===== src/mcc_pkg.sv =====
// Shared constants and command types of the multichannel coulomb counter.
`timescale 1ns / 1ps
`default_nettype none
package mcc_pkg;
  localparam int CHANNELS     = 16;
  localparam int CH_BITS      = 4;
  localparam int CUR_BITS     = 16;
  localparam int MAG_BITS     = CUR_BITS + 1;
  localparam int ELAPSED_BITS = 32;
  localparam int PROD_BITS    = MAG_BITS + ELAPSED_BITS;
  localparam int ACC_BITS     = 48;
  localparam int TOT_BITS     = 52;
  localparam int CIU_BITS     = 5;
  localparam int ADDR_BITS    = 3;

  localparam logic [CIU_BITS-1:0] CIU_RESET = CIU_BITS'(16);
  localparam logic [CIU_BITS:0]   CH_LIMIT  = (CIU_BITS+1)'(CHANNELS);

  typedef struct packed {
    logic load;
    logic commit;
    logic clear;
  } mcc_cmd_t;
endpackage
`default_nettype wire


===== src/mcc_ctrl.sv =====
// Sequencer of the coulomb counter: accept, commit and result strobe.
`timescale 1ns / 1ps
`default_nettype none
module mcc_ctrl import mcc_pkg::*; (
  input  wire logic clk,
  input  wire logic rst,
  input  wire logic start,
  input  wire logic cfg_wr,
  output mcc_cmd_t  cmd,
  output logic      busy,
  output logic      done
);
  localparam logic ST_IDLE = 1'b0;
  localparam logic ST_EXEC = 1'b1;

  logic state;
  logic state_next;

  always_comb begin
    state_next = state;
    case (state)
      ST_IDLE: begin
        if (start) state_next = ST_EXEC;
      end
      ST_EXEC: state_next = ST_IDLE;
      default: state_next = ST_IDLE;
    endcase
  end

  assign busy       = (state == ST_EXEC);
  assign cmd.load   = start && (state == ST_IDLE);
  assign cmd.commit = (state == ST_EXEC);
  assign cmd.clear  = cfg_wr;

  always_ff @(posedge clk) begin
    if (rst) begin
      state <= ST_IDLE;
      done  <= 1'b0;
    end else begin
      state <= state_next;
      done  <= cmd.commit;
    end
  end

`ifndef SYNTHESIS
  a_load_then_busy: assert property (@(posedge clk) disable iff (rst)
    cmd.load |=> busy) else $error("accepted beat did not enter execution");
  a_commit_then_done: assert property (@(posedge clk) disable iff (rst)
    cmd.commit |=> done && !busy) else $error("commit not followed by result strobe");
  a_done_from_commit: assert property (@(posedge clk) disable iff (rst)
    done |-> $past(cmd.commit)) else $error("result strobe without commit");
  a_no_load_when_busy: assert property (@(posedge clk) disable iff (rst)
    busy |-> !cmd.load) else $error("beat accepted while busy");
`endif
endmodule
`default_nettype wire


===== src/mcc_dp.sv =====
// Datapath of the coulomb counter: channel stores, multiplier, totals, result registers.
`timescale 1ns / 1ps
`default_nettype none
module mcc_dp import mcc_pkg::*; (
  input  wire logic                      clk,
  input  wire logic                      rst,
  input  wire mcc_cmd_t                  cmd,
  input  wire logic [CIU_BITS-1:0]       channels_in_use,
  input  wire logic [CH_BITS-1:0]        channel,
  input  wire logic signed [CUR_BITS-1:0] current_ma,
  input  wire logic                      sample_valid,
  input  wire logic [ELAPSED_BITS-1:0]   elapsed_ms,
  output logic [ACC_BITS-1:0]            channel_discharge,
  output logic [ACC_BITS-1:0]            channel_charge,
  output logic [TOT_BITS-1:0]            sum_discharge,
  output logic [TOT_BITS-1:0]            sum_charge,
  output logic                           rejected
);
  localparam logic [ACC_BITS-1:0] ACC_MAX = '1;
  localparam logic [TOT_BITS-1:0] TOT_MAX = '1;

  logic [ACC_BITS-1:0] mem_d [CHANNELS];
  logic [ACC_BITS-1:0] mem_c [CHANNELS];
  logic [CHANNELS-1:0] entry_valid;

  logic [CH_BITS-1:0]   ch;
  logic                 neg;
  logic                 do_acc;
  logic                 rej;
  logic [PROD_BITS-1:0] prod;
  logic [ACC_BITS-1:0]  rd_d;
  logic [ACC_BITS-1:0]  rd_c;
  logic                 rd_v;
  logic [TOT_BITS-1:0]  tot_d;
  logic [TOT_BITS-1:0]  tot_c;

  logic [CIU_BITS:0]     active;
  logic                  in_rej;
  logic [MAG_BITS-1:0]   cur_ext;
  logic [MAG_BITS-1:0]   mag;
  logic [ACC_BITS-1:0]   old_d;
  logic [ACC_BITS-1:0]   old_c;
  logic [ACC_BITS-1:0]   old_sel;
  logic [PROD_BITS:0]    acc_sum;
  logic                  acc_sat;
  logic [ACC_BITS-1:0]   new_sel;
  logic [PROD_BITS-1:0]  delta;
  logic [TOT_BITS-1:0]   tot_sel;
  logic [TOT_BITS:0]     tot_sum;
  logic [TOT_BITS-1:0]   tot_new;
  logic [ACC_BITS-1:0]   new_d;
  logic [ACC_BITS-1:0]   new_c;
  logic [TOT_BITS-1:0]   tot_d_next;
  logic [TOT_BITS-1:0]   tot_c_next;

  always_comb begin
    active  = ({1'b0, channels_in_use} < CH_LIMIT) ? {1'b0, channels_in_use} : CH_LIMIT;
    in_rej  = ({{(CIU_BITS+1-CH_BITS){1'b0}}, channel} >= active);
    cur_ext = {current_ma[CUR_BITS-1], current_ma};
    mag     = current_ma[CUR_BITS-1] ? (MAG_BITS'(0) - cur_ext) : cur_ext;
  end

  always_comb begin
    old_d   = rd_v ? rd_d : '0;
    old_c   = rd_v ? rd_c : '0;
    old_sel = neg ? old_c : old_d;
    acc_sum = {{(PROD_BITS+1-ACC_BITS){1'b0}}, old_sel} + {1'b0, prod};
    acc_sat = (acc_sum > {{(PROD_BITS+1-ACC_BITS){1'b0}}, ACC_MAX});
    new_sel = acc_sat ? ACC_MAX : acc_sum[ACC_BITS-1:0];
    delta   = acc_sat ? {{(PROD_BITS-ACC_BITS){1'b0}}, ACC_MAX - old_sel} : prod;
    tot_sel = neg ? tot_c : tot_d;
    tot_sum = {1'b0, tot_sel} + {{(TOT_BITS+1-PROD_BITS){1'b0}}, delta};
    tot_new = tot_sum[TOT_BITS] ? TOT_MAX : tot_sum[TOT_BITS-1:0];
    new_d = old_d;
    new_c = old_c;
    tot_d_next = tot_d;
    tot_c_next = tot_c;
    if (do_acc) begin
      if (neg) begin
        new_c      = new_sel;
        tot_c_next = tot_new;
      end else begin
        new_d      = new_sel;
        tot_d_next = tot_new;
      end
    end
  end

  always_ff @(posedge clk) begin
    if (cmd.load) begin
      ch     <= channel;
      neg    <= current_ma[CUR_BITS-1];
      rej    <= in_rej;
      do_acc <= !in_rej && sample_valid && (elapsed_ms != '0) && (current_ma != '0);
      prod   <= PROD_BITS'(mag) * PROD_BITS'(elapsed_ms);
      rd_d   <= mem_d[channel];
      rd_c   <= mem_c[channel];
      rd_v   <= entry_valid[channel];
    end
    if (cmd.commit && do_acc) begin
      mem_d[ch] <= new_d;
      mem_c[ch] <= new_c;
    end
    if (cmd.commit) begin
      channel_discharge <= rej ? '0 : new_d;
      channel_charge    <= rej ? '0 : new_c;
      sum_discharge     <= tot_d_next;
      sum_charge        <= tot_c_next;
      rejected          <= rej;
    end
  end

  always_ff @(posedge clk) begin
    if (rst || cmd.clear) begin
      entry_valid <= '0;
      tot_d       <= '0;
      tot_c       <= '0;
    end else if (cmd.commit && do_acc) begin
      entry_valid[ch] <= 1'b1;
      tot_d           <= tot_d_next;
      tot_c           <= tot_c_next;
    end
  end

`ifndef SYNTHESIS
  a_rej_no_write: assert property (@(posedge clk) disable iff (rst)
    (cmd.commit && rej) |=> $stable(tot_d) && $stable(tot_c))
    else $error("rejected beat changed the totals");
  a_totals_grow: assert property (@(posedge clk) disable iff (rst)
    (cmd.commit && !cmd.clear) |=> (tot_d >= $past(tot_d)) && (tot_c >= $past(tot_c)))
    else $error("total decreased without a clear");
  a_one_store_per_beat: assert property (@(posedge clk) disable iff (rst)
    (cmd.commit && !cmd.clear) |=> $stable(tot_d) || $stable(tot_c))
    else $error("both totals changed on one beat");
`endif
endmodule
`default_nettype wire


===== src/multichannel_coulomb_counter_unit.sv =====
// Top level of the multichannel coulomb counter: register port and block integration.
`timescale 1ns / 1ps
`default_nettype none
// In each beat, the accept edge reads the channel's stores and registers the
// current-times-time product, the next edge writes the updated stores and totals back and
// loads the result, which shows for one cycle with done high. busy is high in the cycle in
// between, so a new beat can start in the same cycle as done, but not while busy; the
// read-then-write of the channel memory is why. Results cannot be held off.
// Writing channels_in_use (address 0) clears all stores and totals in that same cycle,
// with no clearing pass; it must be written only while the block is idle.
module multichannel_coulomb_counter_unit import mcc_pkg::*; (
  input  wire logic                       clk,
  input  wire logic                       rst,
  input  wire logic                       psel,
  input  wire logic                       penable,
  input  wire logic                       pwrite,
  input  wire logic [ADDR_BITS-1:0]       paddr,
  input  wire logic [31:0]                pwdata,
  output logic [31:0]                     prdata,
  output logic                            pready,
  input  wire logic                       start,
  output logic                            busy,
  output logic                            done,
  input  wire logic [CH_BITS-1:0]         channel,
  input  wire logic signed [CUR_BITS-1:0] current_ma,
  input  wire logic                       sample_valid,
  input  wire logic [ELAPSED_BITS-1:0]    elapsed_ms,
  output logic [ACC_BITS-1:0]             channel_discharge,
  output logic [ACC_BITS-1:0]             channel_charge,
  output logic [TOT_BITS-1:0]             sum_discharge,
  output logic [TOT_BITS-1:0]             sum_charge,
  output logic                            rejected
);
  logic [CIU_BITS-1:0] channels_in_use;
  logic                cfg_wr;
  mcc_cmd_t            cmd;

  assign pready = 1'b1;
  assign cfg_wr = psel && penable && pwrite && pready && (paddr[ADDR_BITS-1] == 1'b0);
  assign prdata = (paddr[ADDR_BITS-1] == 1'b0) ? {{(32-CIU_BITS){1'b0}}, channels_in_use}
                                               : 32'd0;

  always_ff @(posedge clk) begin
    if (rst) begin
      channels_in_use <= CIU_RESET;
    end else if (cfg_wr) begin
      channels_in_use <= pwdata[CIU_BITS-1:0];
    end
  end

  mcc_ctrl u_ctrl (
    .clk    (clk),
    .rst    (rst),
    .start  (start),
    .cfg_wr (cfg_wr),
    .cmd    (cmd),
    .busy   (busy),
    .done   (done)
  );

  mcc_dp u_dp (
    .clk               (clk),
    .rst               (rst),
    .cmd               (cmd),
    .channels_in_use   (channels_in_use),
    .channel           (channel),
    .current_ma        (current_ma),
    .sample_valid      (sample_valid),
    .elapsed_ms        (elapsed_ms),
    .channel_discharge (channel_discharge),
    .channel_charge    (channel_charge),
    .sum_discharge     (sum_discharge),
    .sum_charge        (sum_charge),
    .rejected          (rejected)
  );
endmodule
`default_nettype wire

===== config.mk =====
export PLATFORM = sky130hd
export DESIGN_NAME = multichannel_coulomb_counter_unit
export DESIGN_NICKNAME = d
export VERILOG_FILES = /design/src/mcc_pkg.sv /design/src/mcc_ctrl.sv /design/src/mcc_dp.sv /design/src/multichannel_coulomb_counter_unit.sv
export SDC_FILE = /design/constraint.sdc
export NUM_CORES = 2
export LEC_CHECK = 0
export BUFFER_PORTS_ARGS = -buffer_cell sky130_fd_sc_hd__buf_2
export CELL_PAD_IN_SITES_DETAIL_PLACEMENT = 0
export CELL_PAD_IN_SITES_GLOBAL_PLACEMENT = 1
export CORE_MARGIN = 10
export CORE_UTILIZATION = 48
export DETAILED_ROUTE_END_ITERATION = 8
export PLACE_DENSITY_LB_ADDON = 0.1
export SETUP_SLACK_MARGIN = 0.1
export SYNTH_ARGS = -nofsm -noshare
export SYNTH_HDL_FRONTEND = slang
export SYNTH_HIERARCHICAL = 1
export SYNTH_SLANG_ARGS = --single-unit

===== constraint.sdc =====
create_clock -name clk -period 13 [get_ports clk]
set_input_delay 1.3 -clock clk [delete_from_list [all_inputs] [get_ports clk]]
set_output_delay 1.3 -clock clk [all_outputs]
set_load 0.03 [all_outputs]

==> impl_metrics.json <==
{
  "dr.pass1.iters": 5,
  "grt_pass1_vias": 58700,
  "route.vias.total": 58100,
  "clockBufferDepth": 3,
  "drc_errors": 0,
  "ys.flop_type": "edfxtp_1",
  "drt-total-wl_microns": 279000,
  "cts_tree": "built",
  "yosysTopAreaCell": "edfxtp_1",
  "wire_per_inst_microns": 28.0,
  "async_reset_ff_share_pct": 0,
  "place_hpwl_microns": 172000,
  "period_needed_ns": 10.55,
  "power-per-cell-area_nw_per_um2": 265,
  "ctsHoldBuffers": 0,
  "synthDistinctLibCells": 82,
  "cts_max_level": 4,
  "synth_top_cells_by_count": "1890 x edfxtp_1, 584 x nand2_1, 491 x inv_1, 485 x mux4_2, 451 x fa_1",
  "yosys_warnings": 6,
  "rsz0062_at_grt": "false",
  "critPathKind": "register to register",
  "core_area_sq_um": 209000,
  "gp_congestion": 0.864,
  "r2r_cells": 25,
  "drv_slew": 0,
  "tns_ns": 0,
  "initial_core_util_pct": 48.1,
  "dieArea_sq_um": 228000,
  "drt-initial-drc-count": 5667,
  "crit_fanout": 74,
  "p_leak_nw": 40.6,
  "antenna_found_initial": 12,
  "reg2reg_to": "u_dp/sum_charge[10]",
  "worstHoldPathCells": 2,
  "max-slew-margin-rel_pct": 8.86,
  "endpoint_kind": "register",
  "worstPathArrival_ns": 11.16,
  "status": "completed",
  "routed_via_density": 5.83,
  "hp-class": "register to register",
  "ys_seq_elements": 2017,
  "hp-start": "u_dp/entry_valid[3]",
  "clock-sinks": 2017,
  "finClkSkew_ns": 0.120,
  "cts_buffers": 206,
  "timing.fmax_mhz": 94.8,
  "yosysMostFrequentCell": "edfxtp_1",
  "ir_worst_vdd_v": 0.000866,
  "synth_seq_area_share_pct": 58.9,
  "post-place-cells": 9566,
  "setup_viol": 0,
  "cp.required_ns": 13.61,
  "grt_overflow": 0,
  "root_buffer": "clkbuf_16",
  "max_cap_viol_count": 0,
  "reg2reg_setup_slack_ns": 2.45,
  "die_w_microns": 478,
  "reg2reg_from": "u_dp/neg",
  "synth.top_cell.area_share_pct": 56.4,
  "cts-resized-gates": 0,
  "postCtsSetupBuffers": 0,
  "rows": 168,
  "nets": 7743,
  "antenna_left": 0,
  "die_h_microns": 478,
  "final_layout_size_suffix_gt1_share_pct": 18.4,
  "fin_crit_sh_pct": 81.2,
  "ys_top_cells_by_area": "edfxtp_1 56%, mux4_2 11%, fa_1 9.0%, ha_1 2.8%, dfxtp_1 2.5%",
  "worstHoldEndpoint": "u_dp/entry_valid[3]",
  "clk_pin_slew_worst_paths_ns": 0.06,
  "synthCells": 6735,
  "syn-mean-instance-area_sq_um": 14.9,
  "ioPinCount": 330,
  "numPortBuffers": 272,
  "syn2layout_area_growth_pct": 11.5,
  "synth_edf_count": 1890,
  "grt_max_degree": 115,
  "syn_area_sq_um": 101000,
  "grt_pass1_wl_microns": 410000,
  "hold_viol": 0,
  "groute.usage.overall_pct": 24.2,
  "worst_pin_slew_ns": 1.33,
  "instances_no_fill": 9953,
  "insertion_delay_ns": 0.89,
  "start_kind": "register"
}
==> final cells by class <==
class,instances,area [sq um]
tap,2805,3510
multi-input combinational,3859,38200
clock inverter,124,1430
sequential,2017,59300
timing repair buffer,394,2500
fill,17100,97000
antenna,6,15.0
clock buffer,257,5390
inverter,491,1840
==> cell families after synthesis <==
kind of cell	count (synthesis)	synth area share [%]
xor gates and xnor gates	143	1.24
AOI/OAI and AO/OA	889	5.40
DFF	2017	58.9
and+or+nand+nor	1490	6.94
muxes	597	12.0
buffers and inverters	915	3.61
adders and majority gates	680	11.8
other	4	0.0149
==> power breakdown <==
part	switching (mW)	leakage [nW]	internal (mW)	total, mW
sequential	0.135	18.4	8.15	8.29
combinational	10.4	18.9	5.05	15.5
clock	2.57	3.31	3.35	5.92
total	13.1	40.6	16.5	29.7
==> worst max-delay path, stage by stage (launching register included) <==
cell and delay (ns):
edfxtp_1 1.00, mux2i_1 1.16, nor2b_1 0.24, ha_1 0.42, nand4_1 0.17, nor3_2 0.25
a221oi_1 0.12, o31a_1 0.17, a2111oi_4 0.45, o2111ai_1 0.23, a2111oi_2 0.53, a21o_4 0.49
buf_4 0.72, a21oi_1 0.28, ha_1 0.45, nand4_1 0.14, nor4b_1 0.26, a221oi_1 0.20
nor4_1 0.35, a31oi_1 0.15, a21oi_1 0.40, o2bb2ai_1 0.36, and2_1 0.72, buf_4 0.44
nor2_1 0.15, o21ai_0 0.40
==> per-stage QoR <==
stage / total power, mW / util (%) / hold WS, ns / worst slack (ns) / area, sq um
6_report: 29.7 / 53.6 / 0.464 / 2.45 / 112000
5_1_grt: 31.2 / 53.6 / 0.491 / 1.77 / 112000
4_1_cts: 30.0 / 53.6 / 0.469 / 2.62 / 112000
3_5_place_dp: 23.9 / 50.4 / 0.455 / 2.50 / 105000
3_3_place_gp: 23.9 / 50.4 / 0.444 / 2.55 / 105000
2_1_floorplan: 17.6 / - / 0.435 / 3.05 / 101000
==> routing by layer <==
metal	global-route usage [%]	vias up	part of all wire, %
met3	4.02	345	6.8
met1	33.8	30600	42
met5	0	-	0.0064
li1	-	25200	-
met2	39.2	1928	48
met4	6.95	4	3.0
==> placed cells by master, fill, tap and decap left out, types with 48 or more instances in the layout <==
cell	count
ha_1	229
a21o_1	96
clkbuf_1	48
and2_1	138
mux2_2	53
mux2i_1	59
buf_2	268
inv_1	490
nand2_1	583
o21ai_1	72
edfxtp_1	1890
buf_4	107
nor2b_1	153
a211oi_1	71
dfxtp_1	126
xnor2_1	87
nor2_1	301
mux4_2	485
conb_1	60
fa_1	451
a21oi_1	252
clkbuf_16	207
o21ai_0	217
nand3_1	107
==> sequential cells by signal, indices dropped and copies added (netlist names), 4 cells and up <==
name / flops
channels_in_use: 5
u_dp/ch: 4
u_dp/channel_charge: 48
u_dp/channel_discharge: 48
u_dp/entry_valid: 16
u_dp/mem_c: 768
u_dp/mem_d: 768
u_dp/prod: 49
u_dp/rd_c: 48
u_dp/rd_d: 48
u_dp/sum_charge: 52
u_dp/sum_discharge: 52
u_dp/tot_c: 52
u_dp/tot_d: 52
==> worst max path at each step <==
stage / slack, ns / start / end
2_1_floorplan: 3.05 / u_ctrl/busy / u_dp/mem_c[0][0]
3_3_place_gp: 2.55 / current_ma[0] / u_dp/prod[47]
3_5_place_dp: 2.50 / current_ma[0] / u_dp/prod[47]
4_1_cts: 2.62 / u_dp/neg / u_dp/sum_discharge[6]
5_1_grt: 1.77 / u_dp/neg / u_dp/sum_discharge[6]
6_report: 2.45 / u_dp/neg / u_dp/sum_charge[10]
Power figures use the tool's default switching activity.
